## src/hdl/dcl_pkg.sv

```systemverilog
// ----------------------------------------------------------------------------
// Duty cycle limiter package
// Shared word types, configuration constants and register indexes.
// ----------------------------------------------------------------------------
package dcl_pkg;

  // Width of the window and budget values in milliseconds (at most 3,600,000).
  localparam int unsigned MsW = 22;

  localparam logic [15:0] WinSecMin   = 16'd10;
  localparam logic [15:0] WinSecMax   = 16'd3600;
  localparam logic [15:0] WinSecReset = 16'd600;
  localparam logic [9:0]  PermMin     = 10'd1;
  localparam logic [9:0]  PermMax     = 10'd1000;
  localparam logic [9:0]  PermReset   = 10'd100;
  localparam logic [9:0]  MsPerSec    = 10'd1000;

  localparam logic [MsW-1:0] WindowMsReset = 22'd600000;
  localparam logic [MsW-1:0] BudgetMsReset = 22'd60000;

  // Register indexes, taken from paddr[2].
  localparam logic RegWindowSeconds = 1'b0;
  localparam logic RegPermille      = 1'b1;

  typedef struct packed {
    logic [31:0] now_ms;
    logic        tx_busy;
  } dcl_in_t;

  typedef struct packed {
    logic        tx_allowed;
    logic        new_window;
    logic [31:0] used_ms;
  } dcl_out_t;

  typedef struct packed {
    logic [MsW-1:0] window_ms;
    logic [MsW-1:0] budget_ms;
  } dcl_cfg_t;

endpackage

```

## src/hdl/tx_duty_cycle_limiter.sv

```systemverilog
// ----------------------------------------------------------------------------
// Transmit duty cycle limiter
// Tracks transmitter busy time per window and flags when the budget is spent.
// ----------------------------------------------------------------------------
// Each input word (timestamp and busy level) gives exactly one output word.
// A word is taken into an input register, processed by the combinational core
// update, and held in an output register, so a new word is accepted every
// clock while downstream keeps up. An output word is valid once it has moved
// from the input register into the output register. A configuration write
// first updates the seconds and permille registers; the window and budget
// registers are then updated from them.
module tx_duty_cycle_limiter (
  input  logic              clk_i,
  input  logic              rst_ni,
  input  logic              psel,
  input  logic              penable,
  input  logic              pwrite,
  input  logic [2:0]        paddr,
  input  logic [31:0]       pwdata,
  output logic [31:0]       prdata,
  output logic              pready,
  input  logic              in_valid_i,
  output logic              in_ready_o,
  input  dcl_pkg::dcl_in_t  in_word_i,
  output logic              out_valid_o,
  input  logic              out_ready_i,
  output dcl_pkg::dcl_out_t out_word_o
);

  dcl_pkg::dcl_cfg_t cfg;
  dcl_pkg::dcl_out_t result;
  dcl_pkg::dcl_in_t  in_q;
  dcl_pkg::dcl_out_t out_q;
  logic              in_valid_q, out_valid_q;
  logic              advance;

  dcl_cfg u_cfg (
    .clk_i   (clk_i),
    .rst_ni  (rst_ni),
    .psel    (psel),
    .penable (penable),
    .pwrite  (pwrite),
    .paddr   (paddr),
    .pwdata  (pwdata),
    .prdata  (prdata),
    .pready  (pready),
    .cfg_o   (cfg)
  );

  // The held word moves into the output register when that slot frees up.
  assign advance    = in_valid_q && (!out_valid_q || out_ready_i);
  assign in_ready_o = !in_valid_q || advance;

  dcl_core u_core (
    .clk_i    (clk_i),
    .rst_ni   (rst_ni),
    .step_i   (advance),
    .word_i   (in_q),
    .cfg_i    (cfg),
    .result_o (result)
  );

  always_ff @(posedge clk_i or negedge rst_ni) begin
    if (!rst_ni) begin
      in_valid_q  <= 1'b0;
      out_valid_q <= 1'b0;
    end else begin
      if (in_ready_o) begin
        in_valid_q <= in_valid_i;
      end
      if (advance) begin
        out_valid_q <= 1'b1;
      end else if (out_ready_i) begin
        out_valid_q <= 1'b0;
      end
    end
  end

  always_ff @(posedge clk_i) begin
    if (in_ready_o && in_valid_i) begin
      in_q <= in_word_i;
    end
    if (advance) begin
      out_q <= result;
    end
  end

  assign out_valid_o = out_valid_q;
  assign out_word_o  = out_q;

endmodule

```

## src/hdl/dcl_cfg.sv

```systemverilog
// ----------------------------------------------------------------------------
// Duty cycle limiter configuration
// APB-style register file with clamping and window/budget precomputation.
// ----------------------------------------------------------------------------
module dcl_cfg (
  input  logic              clk_i,
  input  logic              rst_ni,
  input  logic              psel,
  input  logic              penable,
  input  logic              pwrite,
  input  logic [2:0]        paddr,
  input  logic [31:0]       pwdata,
  output logic [31:0]       prdata,
  output logic              pready,
  output dcl_pkg::dcl_cfg_t cfg_o
);

  logic [15:0] win_sec_q, win_sec_d;
  logic [9:0]  perm_q, perm_d;
  logic [dcl_pkg::MsW-1:0] window_ms_q, window_ms_d;
  logic [dcl_pkg::MsW-1:0] budget_ms_q, budget_ms_d;
  logic        wr_en;
  logic [11:0] sec_clamp;
  logic [9:0]  perm_clamp;

  assign pready = 1'b1;
  assign wr_en  = psel & penable & pwrite;

  always_comb begin
    win_sec_d = win_sec_q;
    perm_d    = perm_q;
    if (wr_en) begin
      unique case (paddr[2])
        dcl_pkg::RegWindowSeconds: win_sec_d = pwdata[15:0];
        dcl_pkg::RegPermille:      perm_d    = pwdata[9:0];
        default: ;
      endcase
    end
  end

  always_comb begin
    unique case (paddr[2])
      dcl_pkg::RegWindowSeconds: prdata = {16'd0, win_sec_q};
      dcl_pkg::RegPermille:      prdata = {22'd0, perm_q};
      default:                   prdata = 32'd0;
    endcase
  end

  // Since the window is seconds * 1000, the budget reduces to seconds * permille.
  always_comb begin
    if (win_sec_q < dcl_pkg::WinSecMin) begin
      sec_clamp = dcl_pkg::WinSecMin[11:0];
    end else if (win_sec_q > dcl_pkg::WinSecMax) begin
      sec_clamp = dcl_pkg::WinSecMax[11:0];
    end else begin
      sec_clamp = win_sec_q[11:0];
    end
    if (perm_q < dcl_pkg::PermMin) begin
      perm_clamp = dcl_pkg::PermMin;
    end else if (perm_q > dcl_pkg::PermMax) begin
      perm_clamp = dcl_pkg::PermMax;
    end else begin
      perm_clamp = perm_q;
    end
    window_ms_d = dcl_pkg::MsW'(sec_clamp) * dcl_pkg::MsW'(dcl_pkg::MsPerSec);
    budget_ms_d = dcl_pkg::MsW'(sec_clamp) * dcl_pkg::MsW'(perm_clamp);
  end

  always_ff @(posedge clk_i or negedge rst_ni) begin
    if (!rst_ni) begin
      win_sec_q   <= dcl_pkg::WinSecReset;
      perm_q      <= dcl_pkg::PermReset;
      window_ms_q <= dcl_pkg::WindowMsReset;
      budget_ms_q <= dcl_pkg::BudgetMsReset;
    end else begin
      win_sec_q   <= win_sec_d;
      perm_q      <= perm_d;
      window_ms_q <= window_ms_d;
      budget_ms_q <= budget_ms_d;
    end
  end

  assign cfg_o.window_ms = window_ms_q;
  assign cfg_o.budget_ms = budget_ms_q;

endmodule

```

## src/hdl/dcl_core.sv

```systemverilog
// ----------------------------------------------------------------------------
// Duty cycle limiter core
// Window and burst tracking state with its single-pass update.
// ----------------------------------------------------------------------------
module dcl_core (
  input  logic              clk_i,
  input  logic              rst_ni,
  input  logic              step_i,
  input  dcl_pkg::dcl_in_t  word_i,
  input  dcl_pkg::dcl_cfg_t cfg_i,
  output dcl_pkg::dcl_out_t result_o
);

  logic [31:0] win_start_q, win_start_d;
  logic [31:0] burst_start_q, burst_start_d;
  logic [31:0] used_q, used_d;
  logic        seen_q, seen_d;
  logic        over_q, over_d;

  logic [31:0] window_ms, budget_ms, elapsed, used_a;
  logic        fresh, over_a, seen_a, toggle, rising, falling;

  assign window_ms = {{(32 - dcl_pkg::MsW){1'b0}}, cfg_i.window_ms};
  assign budget_ms = {{(32 - dcl_pkg::MsW){1'b0}}, cfg_i.budget_ms};

  always_comb begin
    elapsed = word_i.now_ms - win_start_q;
    fresh   = (elapsed >= window_ms);

    // A new window carries over any time spent past the budget.
    used_a = used_q;
    over_a = over_q;
    seen_a = seen_q;
    if (fresh) begin
      seen_a = 1'b0;
      if (over_q) begin
        used_a = used_q - budget_ms;
        over_a = (used_a >= budget_ms);
      end else begin
        used_a = 32'd0;
      end
    end

    toggle  = !over_a && (word_i.tx_busy != seen_a);
    rising  = toggle && word_i.tx_busy;
    falling = toggle && !word_i.tx_busy;

    win_start_d   = fresh ? word_i.now_ms : win_start_q;
    burst_start_d = rising ? word_i.now_ms : burst_start_q;
    seen_d        = toggle ? word_i.tx_busy : seen_a;
    used_d        = falling ? used_a + (word_i.now_ms - burst_start_q) : used_a;
    over_d        = over_a | (falling && (used_d >= budget_ms));

    result_o.tx_allowed = !over_d;
    result_o.new_window = fresh;
    result_o.used_ms    = used_d;
  end

  always_ff @(posedge clk_i or negedge rst_ni) begin
    if (!rst_ni) begin
      win_start_q   <= 32'd0;
      burst_start_q <= 32'd0;
      used_q        <= 32'd0;
      seen_q        <= 1'b0;
      over_q        <= 1'b0;
    end else if (step_i) begin
      win_start_q   <= win_start_d;
      burst_start_q <= burst_start_d;
      used_q        <= used_d;
      seen_q        <= seen_d;
      over_q        <= over_d;
    end
  end

endmodule

```

## config.mk

```make
export PLATFORM = sky130hd
export DESIGN_NAME = tx_duty_cycle_limiter
export DESIGN_NICKNAME = d
export VERILOG_FILES = /design/src/hdl/dcl_pkg.sv /design/src/hdl/tx_duty_cycle_limiter.sv /design/src/hdl/dcl_cfg.sv /design/src/hdl/dcl_core.sv
export SDC_FILE = /design/constraint.sdc
export NUM_CORES = 1
export LEC_CHECK = 0
export BUFFER_PORTS_ARGS = -buffer_cell sky130_fd_sc_hd__buf_2
export CAP_MARGIN = 30
export CORE_MARGIN = 5
export CORE_UTILIZATION = 45
export DETAILED_ROUTE_END_ITERATION = 8
export HOLD_SLACK_MARGIN = 0.02
export PLACE_DENSITY = 0.68
export SYNTH_ARGS = -nofsm -noshare
export SYNTH_HDL_FRONTEND = slang
export SYNTH_SLANG_ARGS = --single-unit
```

## constraint.sdc

```tcl
create_clock -name clk_i -period 22 [get_ports clk_i]
set_input_delay 2.2 -clock clk_i [delete_from_list [all_inputs] [get_ports clk_i]]
set_output_delay 2.2 -clock clk_i [all_outputs]
set_load 0.02 [all_outputs]
```

* Word level (Yosys, flattened, before mapping)
Index checks and enable logic that the tools add are counted.
Widths: inputs -> output; s select.
** Word-level totals
- Input port bits :: 75
- Bits in registers :: 234
- Output and inout port bits :: 69
- Bits in read-only memories :: 0
- Memory bits (writable) :: 0
- Memories :: 0
- Bits in latches :: 0
** Cells by class
- Multipliers :: 2
- Shift-type cells :: 0
- Divide/modulo/power cells :: 0
- Muxes and demuxes :: 14
- Magnitude comparators :: 7
- Reductions and logical operators :: 18
- $add $sub $neg :: 4
- Eq/ne operators :: 1
- Bitwise operators :: 4
** Operators with widths (number)
- $ge 32x22->1 :: 3
- $mux 32 :: 3
- $pmux 32 s2 :: 1
- $sub 32x32->32 :: 2
- $add 32x32->32 :: 1
- $sub 32x22->32 :: 1
- $mux 12 :: 2
- $mul 12x10->22 :: 1
- $mux 10 :: 2
- $mul 12x7->19 const B :: 1
- $gt 16x12->1 const B :: 1
- $lt 16x4->1 const B :: 1
- $gt 10x10->1 const B :: 1
- $lt 10x1->1 const B :: 1
- $reduce_and 2->1 :: 4
- $logic_and 1x1->1 :: 6
- $mux 1 :: 6
- $logic_not 1->1 :: 5
- $and 1x1->1 :: 2
- $logic_or 1x1->1 :: 2
- $reduce_bool 2->1 :: 1
- $ne 1x1->1 :: 1
- $not 1->1 :: 1
- $or 1x1->1 :: 1

* Depth between registers and ports, before layout
Gate-level depths: netlist of run 1.
- Depth after elaboration :: 12
- Mapped depth :: 52
- Gate-level depth less buffers :: 50

* By module
Synthesis of run 1 repeated with hierarchy kept, for this count alone.
** Unflattened totals
- Cell total of the unflattened synthesis :: 2375
- Area total of the unflattened synthesis :: 22589.2 um^2
** Modules (own cells, without submodules)
- dcl_core :: instances 1, cells an instance 1457, area an instance 11916.4 um^2
- dcl_cfg :: instances 1, cells an instance 843, area an instance 8557.0 um^2
- tx_duty_cycle_limiter :: instances 1, cells an instance 75, area an instance 2115.8 um^2

* Worst setup path before layout of run 1
Ideal clock, no wire load.
- Path type :: reg-to-reg
- From :: register in_q[1] (netlist name)
- To :: register u_core.over_q
- Period minus slack after synthesis :: 9362 ps
- Data required time :: 21798 ps
- Setup time :: 202 ps
- Arrival :: 9160 ps
- Cell stages (with the launch flop) :: 50
- Setup slack :: 12638 ps
- Path through :: edfxtp_1 -> inv_1 -> ha_1 -> fa_1 -> nand2b_1 -> a21oi_1 -> nor2_1 -> o21ai_0 -> a31oi_1 -> o211ai_1 -> a21oi_1 -> xnor2_1 -> ha_1 -> nand2_1 -> o21ai_0 -> a2111oi_0 -> a21oi_1 -> or4_4 -> (+14 left out) -> a21o_1 -> a21oi_1 -> xnor2_1 -> nor2_1 -> a21oi_1 -> ha_1 -> a21o_1 -> a21oi_1 -> nor2b_1 -> o21ai_0 -> nand2b_1 -> a21oi_1 -> o41ai_1 -> a31oi_1 -> o221ai_1 -> a2111o_1 -> nor3_2 -> a31oi_1
** RTL lines
- start, declared :: line tx_duty_cycle_limiter.sv:32 : dcl_pkg::dcl_in_t in_q;
- start signal, assigned :: line tx_duty_cycle_limiter.sv:81 : in_q <= in_word_i;
- end signal, assigned :: line dcl_core.sv:71 : over_q <= over_d;
- end, declared :: line dcl_core.sv:18 : logic over_q, over_d;

==> impl_metrics.tcl, run 1 <==
set metrics [dict create \
    ant_nets 0 \
    synthDominantCellAreaShare_pct 16.11 \
    synthArstFlopShare_pct 71.37 \
    setup_viol 0 \
    ys_ff_latch 234 \
    ctsResizeCount 0 \
    start_kind "flop" \
    setup.worst_path.end_class "flop" \
    initialDrtViolationCount 1084 \
    drive_gt1_share_pct 12.95 \
    synthCells 2401 \
    cp_common_cell "o21ai_0" \
    drt-total-wl_mm 56.16 \
    wl_per_cell_um 17.78 \
    finalHoldViolCount 0 \
    grt_pass1_wl_mm 91.23 \
    cap_violations 0 \
    antenna_cells 0 \
    holdWs_ns 0.5058 \
    ff2ff_path_depth 47 \
    crit_path_max_fanout 58 \
    grt_max_degree 104 \
    dieArea_um2 54630 \
    rr_startpoint "in_q[1]" \
    rows 82 \
    endpoint "out_word_o[33]" \
    setup.worst_path.class "flop to flop" \
    initial_utilization_pct 45.18 \
    cts-root-buf "clkbuf_16" \
    clk_latency_ns 0.59 \
    cp_slowest_cell "and3_4" \
    die_w_um 233.7 \
    required_ns 22.43 \
    holdBufCountCts 0 \
    via_per_inst 5.484 \
    ys_top_cells_by_area "dfrtp_1 16%, ha_1 14%, fa_1 13%" \
    core_um2 49860 \
    overflow 0 \
    synth_ff_type "dfrtp_1" \
    cp.buffers_inverters 3 \
    finalClockSkew_ns 0.03443 \
    ys_seq_area_share_pct 27.60 \
    status "finished, final reports clean" \
    area_growth_pct 9.037 \
    max_slew_margin_pct 27.76 \
    yosys_warnings 0 \
    syn_area_per_cell_um2 9.382 \
    synth_top_area_cell "dfrtp_1" \
    cts_buffers 28 \
    crit_arrival_ns 11.98 \
    period_share_pct 52.53 \
    period_needed_ns 11.56 \
    post-dp-hpwl_mm 44.54 \
    io_pins 144 \
    fmax_ghz 0.08653 \
    cts_setup_buffers 0 \
    yosysUniqueCellTypes 91 \
    worstMarginPinSlew_ns 1.070 \
    tns_ns 0 \
    grt_pass1_vias 17891 \
    route.detailed.drc 0 \
    reg2reg_slack_ns 10.44 \
    mostFrequentLayoutCell "inv_1" \
    startpoint "in_q[1]" \
    final_cell_mix "340 x inv_1, 250 x ha_1, 235 x nand2_1" \
    first_pass_iters 5 \
    vias 17318 \
    antenna_found_initial 0 \
    n_fill_cell 4729 \
    timing.rr.end "out_word_o[33]" \
    cts_tree "built" \
    die_y_um 233.7 \
    cpPeakStageDelay_ns 0.75 \
    clk_path_buf_depth 3 \
    gp_congestion 0.9217 \
    drv_slew 0 \
    track_usage_pct 20.58 \
    cts.sinks 234 \
    final_nets 2938 \
    synth_area_um2 22530 \
    rsz0062_at_grt "false" \
    io_buffers 108 \
    synth-edff-count 67 \
    critical-path-top-delay-family "compound AO/OA/AOI/OAI gates" \
    cp.depth 47 \
    min_path_type "flop to flop" \
    clkTransAtPathRegs_ns 0.06 \
    h-tree-depth 1 \
]
layout make-up:
cell class              count  area, µm²  area share (%)
multi-input cells        1742      14580           59.35
flip-flops and latches    234       6218           25.32
inverters                 341       1280           5.211
well taps                 672      840.8           3.423
clock buffers              28      700.7           2.853
repair buffers            117      654.4           2.664
clock inverters            24      290.3           1.182
worst min-delay path by stage:
| stage | depth (start not counted) | slack [ns] | end | startpoint |
|---|---|---|---|---|
| 2_1_floorplan | 1 | 0.46 | out_valid_o | in_valid_q |
| 3_3_place_gp | 1 | 0.48 | u_core.burst_start_q[18] | u_core.burst_start_q[18] |
| 3_5_place_dp | 1 | 0.49 | u_core.burst_start_q[9] | u_core.burst_start_q[9] |
| 4_1_cts | 1 | 0.51 | u_core.burst_start_q[9] | u_core.burst_start_q[9] |
| 5_1_grt | 1 | 0.53 | u_core.burst_start_q[0] | u_core.burst_start_q[0] |
| 6_report | 1 | 0.51 | u_core.burst_start_q[9] | u_core.burst_start_q[9] |
metrics by stage:
| stage | utilization, % | instance area (µm²) | cells | worst slack [ns] |
|---|---|---|---|---|
| 2_1_floorplan | - | 22580 | 2416 | 12.64 |
| 3_3_place_gp | 47.15 | 23510 | 3103 | 10.67 |
| 3_5_place_dp | 47.22 | 23540 | 3105 | 10.52 |
| 4_1_cts | 49.20 | 24530 | 3157 | 10.46 |
| 5_1_grt | 49.26 | 24560 | 3158 | 9.599 |
| 6_report | 49.26 | 24560 | 3158 | 10.44 |
kinds of logic after synthesis:
group	share of synthesized area [%]
AOI/OAI and AO/OA	13.80
xor gates and xnor gates	4.160
adders and majority gates	27.13
buffers and inverters	7.970
DFF	27.60
muxes	5.943
other	0.03334
and+or+nand+nor	13.36
synth_stat cells, types with 10 or more instances:
| cell type | number |
|---|---|
| nor2b_1 | 23 |
| o21ai_0 | 105 |
| and2_1 | 36 |
| mux2_2 | 100 |
| nor3_1 | 31 |
| nand2b_1 | 32 |
| xor2_1 | 25 |
| o21a_1 | 16 |
| buf_4 | 18 |
| dfstp_2 | 22 |
| clkbuf_1 | 58 |
| edfxtp_1 | 67 |
| xnor2_1 | 82 |
| nor2_1 | 118 |
| a21oi_1 | 120 |
| a211oi_1 | 21 |
| o21ai_1 | 18 |
| inv_1 | 341 |
| o211ai_1 | 13 |
| mux2i_1 | 10 |
| mux2_1 | 10 |
| or3_1 | 11 |
| fa_1 | 149 |
| ha_1 | 250 |
| nand2_1 | 235 |
| nand3_1 | 46 |
| o21bai_1 | 21 |
| nand4_1 | 19 |
| a21o_1 | 48 |
| a31oi_1 | 20 |
| and3_1 | 27 |
| nor4_1 | 13 |
| dfrtp_1 | 145 |
| buf_2 | 11 |
worst reg2reg max path: cells and delay by family (launching register included):
kind,cells,cell delay [ns]
multiplexers,1,0.38
buffers and inverters,3,0.21
XOR/XNOR,2,0.40
flip-flops,1,0.41
AO/OA/AOI/OAI,25,5.35
AND/OR/NAND/NOR,10,2.62
adder cells (fa/ha/maj),6,2.06
registers in the layout, indices dropped and copies added (netlist names), 10 cells and up:
signal,cells
u_core.win_start_q,32
u_cfg.perm_q,10
in_q,33
out_word_o,34
u_cfg.win_sec_q,16
u_core.used_q,32
u_core.burst_start_q,32
u_cfg.budget_ms_q,22
u_cfg.window_ms_q,19
metal layers:
layer / vias to the layer above / GRT usage [%] / routed length, µm
li1: 8281 / - / -
met1: 8477 / 26.00 / 24120
met2: 419 / 35.85 / 27190
met3: 141 / 2.857 / 2390
met4: 0 / 8.020 / 2453
met5: - / 0 / 0
Power of run 1 is not shown: default switching activity piles up to over one toggle a cycle in this logic, so the estimate is an artifact.
==> run 2: changes to the inputs <==
ABC_AREA = 1   (was default)
clock period = 10.7 ns   (was 22 ns; I/O delays follow)
==> run 2 against run 1 <==
Net effect: clock-buffer cell count is 11 higher; hold slack worse by 0.13 ns; final cell count is 20% higher; highest routed layer unchanged; setup slack worse by 8.4 ns; non-clock buffer count is 6 higher; maximum frequency is 34% higher; synthesized cell count is 24% higher.
==> impl_metrics.tcl, run 2 <==
set metrics [dict create \
    ys_seq_area_share_pct 26.88 \
    gp_congestion 0.9608 \
    grt_pass1_vias 18456 \
    syn_area_per_cell_um2 7.780 \
    switchingPower_mw 2.108 \
    period_needed_ns 8.657 \
    cpPeakStageDelay_ns 0.55 \
    setup_viol 0 \
    wl_per_cell_um 15.41 \
    route.detailed.drc 0 \
    initialDrtViolationCount 1133 \
    cp.buffers_inverters 7 \
    first_pass_iters 6 \
    drv_slew 0 \
    yosys.area_share.simple_pct 19.72 \
    h-tree-depth 1 \
    synthAdderAreaFrac_pct 26.41 \
    post-dp-hpwl_mm 47.19 \
    die_y_um 236.8 \
    synth_ff_type "dfrtp_1" \
    track_usage_pct 20.70 \
    fmax_ghz 0.1155 \
    cp_common_cell "nand2_1" \
    core_um2 51090 \
    synth_commonest_cells "707 x nand2_1, 611 x inv_1, 250 x ha_1" \
    status "finished, final reports clean" \
    p_comb_share_pct 52.7 \
    ys_ff_latch 234 \
    ys_top_cells_by_area "dfrtp_1 16%, ha_1 14%, fa_1 13%" \
    initial_utilization_pct 45.28 \
    synthDominantCellAreaShare_pct 15.68 \
    rsz0062_at_grt "false" \
    grt_pass1_wl_mm 95.06 \
    setup.worst_path.class "flop to flop" \
    ant_nets 0 \
    cts_buffers 28 \
    critical-path-top-delay-family "simple AND/OR/NAND/NOR gates" \
    yosys_warnings 0 \
    p_int_mw 2.619 \
    clk_latency_ns 0.57 \
    yosysUniqueCellTypes 61 \
    via_per_inst 4.988 \
    cts-root-buf "clkbuf_16" \
    io_pins 144 \
    synth_xor_area_share_pct 4.126 \
    worstMarginPinSlew_ns 0.9538 \
    synth.most_common_cell "nand2_1" \
    mostFrequentLayoutCell "nand2_1" \
    grt_max_degree 64 \
    min_path_type "input port to async pin" \
    period_share_pct 80.90 \
    vdd_drop_max_mv 0.1266 \
    largest_reg_flops 34 \
    antenna_found_initial 0 \
    final_cell_mix "706 x nand2_1, 610 x inv_1, 250 x ha_1" \
    max_slew_margin_pct 36.42 \
    vias 18873 \
    final_nets 3556 \
    drt-total-wl_mm 58.31 \
    synth.mux.area_fraction_pct 0.1136 \
    synth-edff-count 67 \
    io_buffers 108 \
    dieArea_um2 56050 \
    power_mw 4.727 \
    synth_area_um2 23140 \
    cap_violations 0 \
    finalClockSkew_ns 0.02416 \
    crit_path_max_fanout 27 \
    cp_slowest_cell "o21ai_0" \
    finalHoldViolCount 0 \
    holdBufCountCts 0 \
    die_w_um 236.8 \
    start_kind "flop" \
    sequentialPowerShare_pct 25.9 \
    clock_power_share_pct 21.3 \
    required_ns 11.15 \
    clkTransAtPathRegs_ns 0.06 \
    cts_tree "built" \
    synthArstFlopShare_pct 71.37 \
    synth_compound_area_share_pct 10.96 \
    swShare_pct 44.60 \
    setup.worst_path.end_class "flop" \
    cts_setup_buffers 0 \
    overflow 0 \
    cts.sinks 234 \
    antenna_cells 0 \
    power_density_nw_per_um2 186.4 \
    crit_arrival_ns 9.11 \
    p_leak_nw 13.76 \
    synth_top_family_by_area "adder cells" \
    drive_gt1_share_pct 8.763 \
    synthCells 2974 \
    synth_top_area_cell "dfrtp_1" \
    ctsResizeCount 0 \
    tns_ns 0 \
    area_growth_pct 9.588 \
    clk_path_buf_depth 3 \
    rows 83 \
]
run 2: cell types whose count changed in the layout (fill, tap and decap cells not counted), sizes merged, moves of 56 or more:
cell,before,now
nand2,236,727
inv,344,628
nor2,118,227
mux2,110,2
xor2,25,83
xnor2,82,26
run 2: layout make-up:
cell class,instances,area [µm²]
sequential,234,6218
clock buffer,39,844.6
inverter,631,2369
multi-input combinational,2064,14260
fill,5057,25740
clock inverter,13,136.4
timing repair buffer,123,679.4
tap,680,850.8
run 2: power groups by stage:
stage	clock network (mW)	logic (mW)	registers (mW)
after global placement	0	2.46	1.24
after global routing	1.07	2.87	1.24
after floorplan	0	1.91	1.21
final	1.01	2.49	1.23
after detailed placement	0	2.48	1.24
after CTS	1.03	2.51	1.22
run 2: worst register-to-register path, delay by kind of cell (launching register included):
| family | cells | cell delay, ns |
|---|---|---|
| AO/OA/AOI/OAI | 10 | 2.04 |
| XOR/XNOR | 2 | 0.19 |
| adder cells (fa/ha/maj) | 6 | 2.12 |
| buffers and inverters | 7 | 1.02 |
| flip-flops | 1 | 0.36 |
| AND/OR/NAND/NOR | 30 | 2.77 |
run 2: final timing paths:
check,start,end,slack (ns),cells after the start
worst max-delay path,in_q[1],u_core.over_q,2.04,55
worst min-delay path,rst_ni,u_core.win_start_q[29],0.38,1
worst max register to register,in_q[1],u_core.over_q,2.04,55
worst min register to register,u_cfg.win_sec_q[0],u_cfg.win_sec_q[0],0.49,2
max in group asynchronous,rst_ni,u_cfg.perm_q[8],8.43,4
min in group clk_i,u_cfg.win_sec_q[0],u_cfg.win_sec_q[0],0.49,2
run 2: per-stage QoR:
stage	setup slack, ns	util (%)	instances	hold slack, ns	instance area, µm²
finish	2.043	49.63	3784	0.3779	25360
global route	1.276	49.63	3784	0.4009	25360
CTS	2.080	49.63	3784	0.3721	25360
detailed placement	2.101	47.71	3732	0.4729	24370
global placement	2.151	47.65	3731	0.4691	24350
floorplan	3.515	-	2989	0.4530	23190
run 2: metal layers:
metal  vias up  GRT usage [%]  wire length, µm
met4         0          5.457             1793
met2       489          35.02            27340
met5         -              0                0
li1       9525              -                -
met3        98          3.005             3277
met1      8761          27.99            25890
run 2: kinds of logic (layout without fill, tap and decap cells):
logic type               Yosys count  after routing
XOR/XNOR                         109            109
AO/OA/AOI/OAI                    437            437
AND/OR/NAND/NOR                 1100           1100
adder cells (fa/ha/maj)          399            399
buffers and inverters            691            806
multiplexers                       2              2
other                              2             17
flip-flops                       234            234
(Power assumes the default switching activity.)
==> run 3: changes to the inputs <==
ABC_AREA = 0   (was 1)
PLACE_DENSITY = 0.7   (was 0.68)
clock period = 7.8 ns   (was 10.7 ns; I/O delays follow)
==> run 3 against run 2 <==
Net effect: the run now ends with negative setup slack left; clock skew up 0.012 ns; hold slack worse by 0.26 ns; clock-buffer cell count up 5; non-clock buffer count up 312; global-route usage up 2.1 points; setup slack worse by 3.4 ns; die area down 2.5%.
==> impl_metrics.tcl, run 3 (synthesis results as in run 1) <==
set metrics [dict create \
    cts.sinks 234 \
    track_usage_pct 22.82 \
    area_growth_pct 22.28 \
    grt_pass1_vias 19871 \
    cpPeakStageDelay_ns 0.49 \
    cap_violations 0 \
    core_um2 49860 \
    critical-path-top-delay-family "compound AO/OA/AOI/OAI gates" \
    status "complete, but fails checks" \
    max_slew_margin_pct 36.03 \
    initialDrtViolationCount 941 \
    h-tree-depth 1 \
    grt_max_degree 75 \
    clk_latency_ns 0.58 \
    first_pass_iters 5 \
    mostFrequentLayoutCell "inv_1" \
    worstMarginPinSlew_ns 0.9596 \
    antenna_found_initial 0 \
    overflow 0 \
    ant_nets 0 \
    finalClockSkew_ns 0.03632 \
    required_ns 8.22 \
    holdWs_ns 0.1165 \
    cp_slowest_cell "fa_1" \
    vias 18847 \
    crit_arrival_ns 9.57 \
    gp_congestion 0.9691 \
    final_cell_mix "332 x inv_1, 316 x buf_4, 233 x ha_1" \
    drive_gt1_share_pct 26.09 \
    io_buffers 108 \
    setup.worst_path.end_class "flop" \
    clk_path_buf_depth 3 \
    cp.buffers_inverters 7 \
    cts-root-buf "clkbuf_16" \
    holdBufCountCts 0 \
    start_kind "flop" \
    setup_viol 14 \
    grt_pass1_wl_mm 101.1 \
    drt-total-wl_mm 62.35 \
    dieArea_um2 54630 \
    rows 82 \
    layout_setup_ws_ns -1.345 \
    period_needed_ns 9.145 \
    via_per_inst 5.419 \
    io_pins 144 \
    cp_common_cell "a21oi_2" \
    min_path_type "input port to async pin" \
    cts_buffers 29 \
    fin_cells 3478 \
    antenna_cells 0 \
    setup.worst_path.class "flop to flop" \
    rsz0062_at_grt "true" \
    startpoint "in_q[1]" \
    dp.cells 3384 \
    route.detailed.drc 0 \
    wl_per_cell_um 17.93 \
    finalHoldViolCount 0 \
    cts_tree "built" \
    clkTransAtPathRegs_ns 0.06 \
    largest_reg_flops 34 \
    rr_startpoint "in_q[1]" \
    die_w_um 233.7 \
    initial_utilization_pct 45.18 \
    tns_ns -5.640 \
    post-dp-hpwl_mm 49.59 \
    period_share_pct 117.2 \
    drv_slew 0 \
    die_y_um 233.7 \
    violations "negative setup slack" \
    fmax_ghz 0.1094 \
    final_nets 3258 \
    crit_path_max_fanout 6 \
]
run 3: cell count changes in the layout (fill, tap and decap cells not counted), moves of 58 or more:
cell,delta
nand2_1,-477
buf_4,+302
inv_1,-278
mux2_2,+98
nor2_1,-93
xor2_1,-58
run 3: metal layers:
| metal | GRT usage, % | vias up | wire (µm) |
|---|---|---|---|
| met3 | 3.184 | 183 | 2948 |
| met2 | 40.17 | 529 | 30740 |
| met1 | 28.21 | 9206 | 25680 |
| li1 | - | 8929 | - |
| met5 | 0 | - | 0 |
| met4 | 9.433 | 0 | 2989 |
run 3: worst register-to-register path, delay by kind of cell, from the launching register on:
family | cells | cell delay, ns
AOI/OAI and AO/OA | 25 | 4.10
xor gates and xnor gates | 2 | 0.27
adders and majority gates | 6 | 1.79
buffers and inverters | 7 | 0.73
DFF | 1 | 0.35
and+or+nand+nor | 11 | 1.75
run 3: what timing repair did:
item	CTS	global route
buffers inserted	25	16
pin swaps	35	24
setup endpoints to repair	32	42
gates cloned	2	0
resized for setup	54	62
run 3: metrics by stage:
stage / setup slack [ns] / area, µm² / utilization, %
2_1_floorplan: -0.9666 / 22760 / -
3_3_place_gp: -1.415 / 25780 / 51.71
3_5_place_dp: -1.814 / 25780 / 51.71
4_1_cts: -1.268 / 27180 / 54.51
5_1_grt: -1.802 / 27550 / 55.24
6_report: -1.345 / 27550 / 55.24
run 3: worst paths after layout:
kind                       slack (ns)  cells after the start                   end
setup / recovery                -1.34                     51        out_word_o[33]
max in group asynchronous        6.40                      2  u_cfg.window_ms_q[5]
setup reg to reg                -1.34                     51        out_word_o[33]
hold / removal                   0.12                      1     u_core.used_q[31]
hold reg to reg                  0.51                      1           out_valid_o
min in group clk_i               0.38                      1              in_q[14]
run 3: layout make-up:
| class | instances | area [µm²] |
|---|---|---|
| Fill cell | 4409 | 22320 |
| Multi-Input combinational cell | 1743 | 15200 |
| Sequential cell | 234 | 6218 |
| Timing Repair Buffer | 435 | 3085 |
| Inverter | 341 | 1280 |
| Tap cell | 672 | 840.8 |
| Clock buffer | 44 | 812.0 |
| Clock inverter | 9 | 112.6 |
Power of run 3 is left out for the same reason.
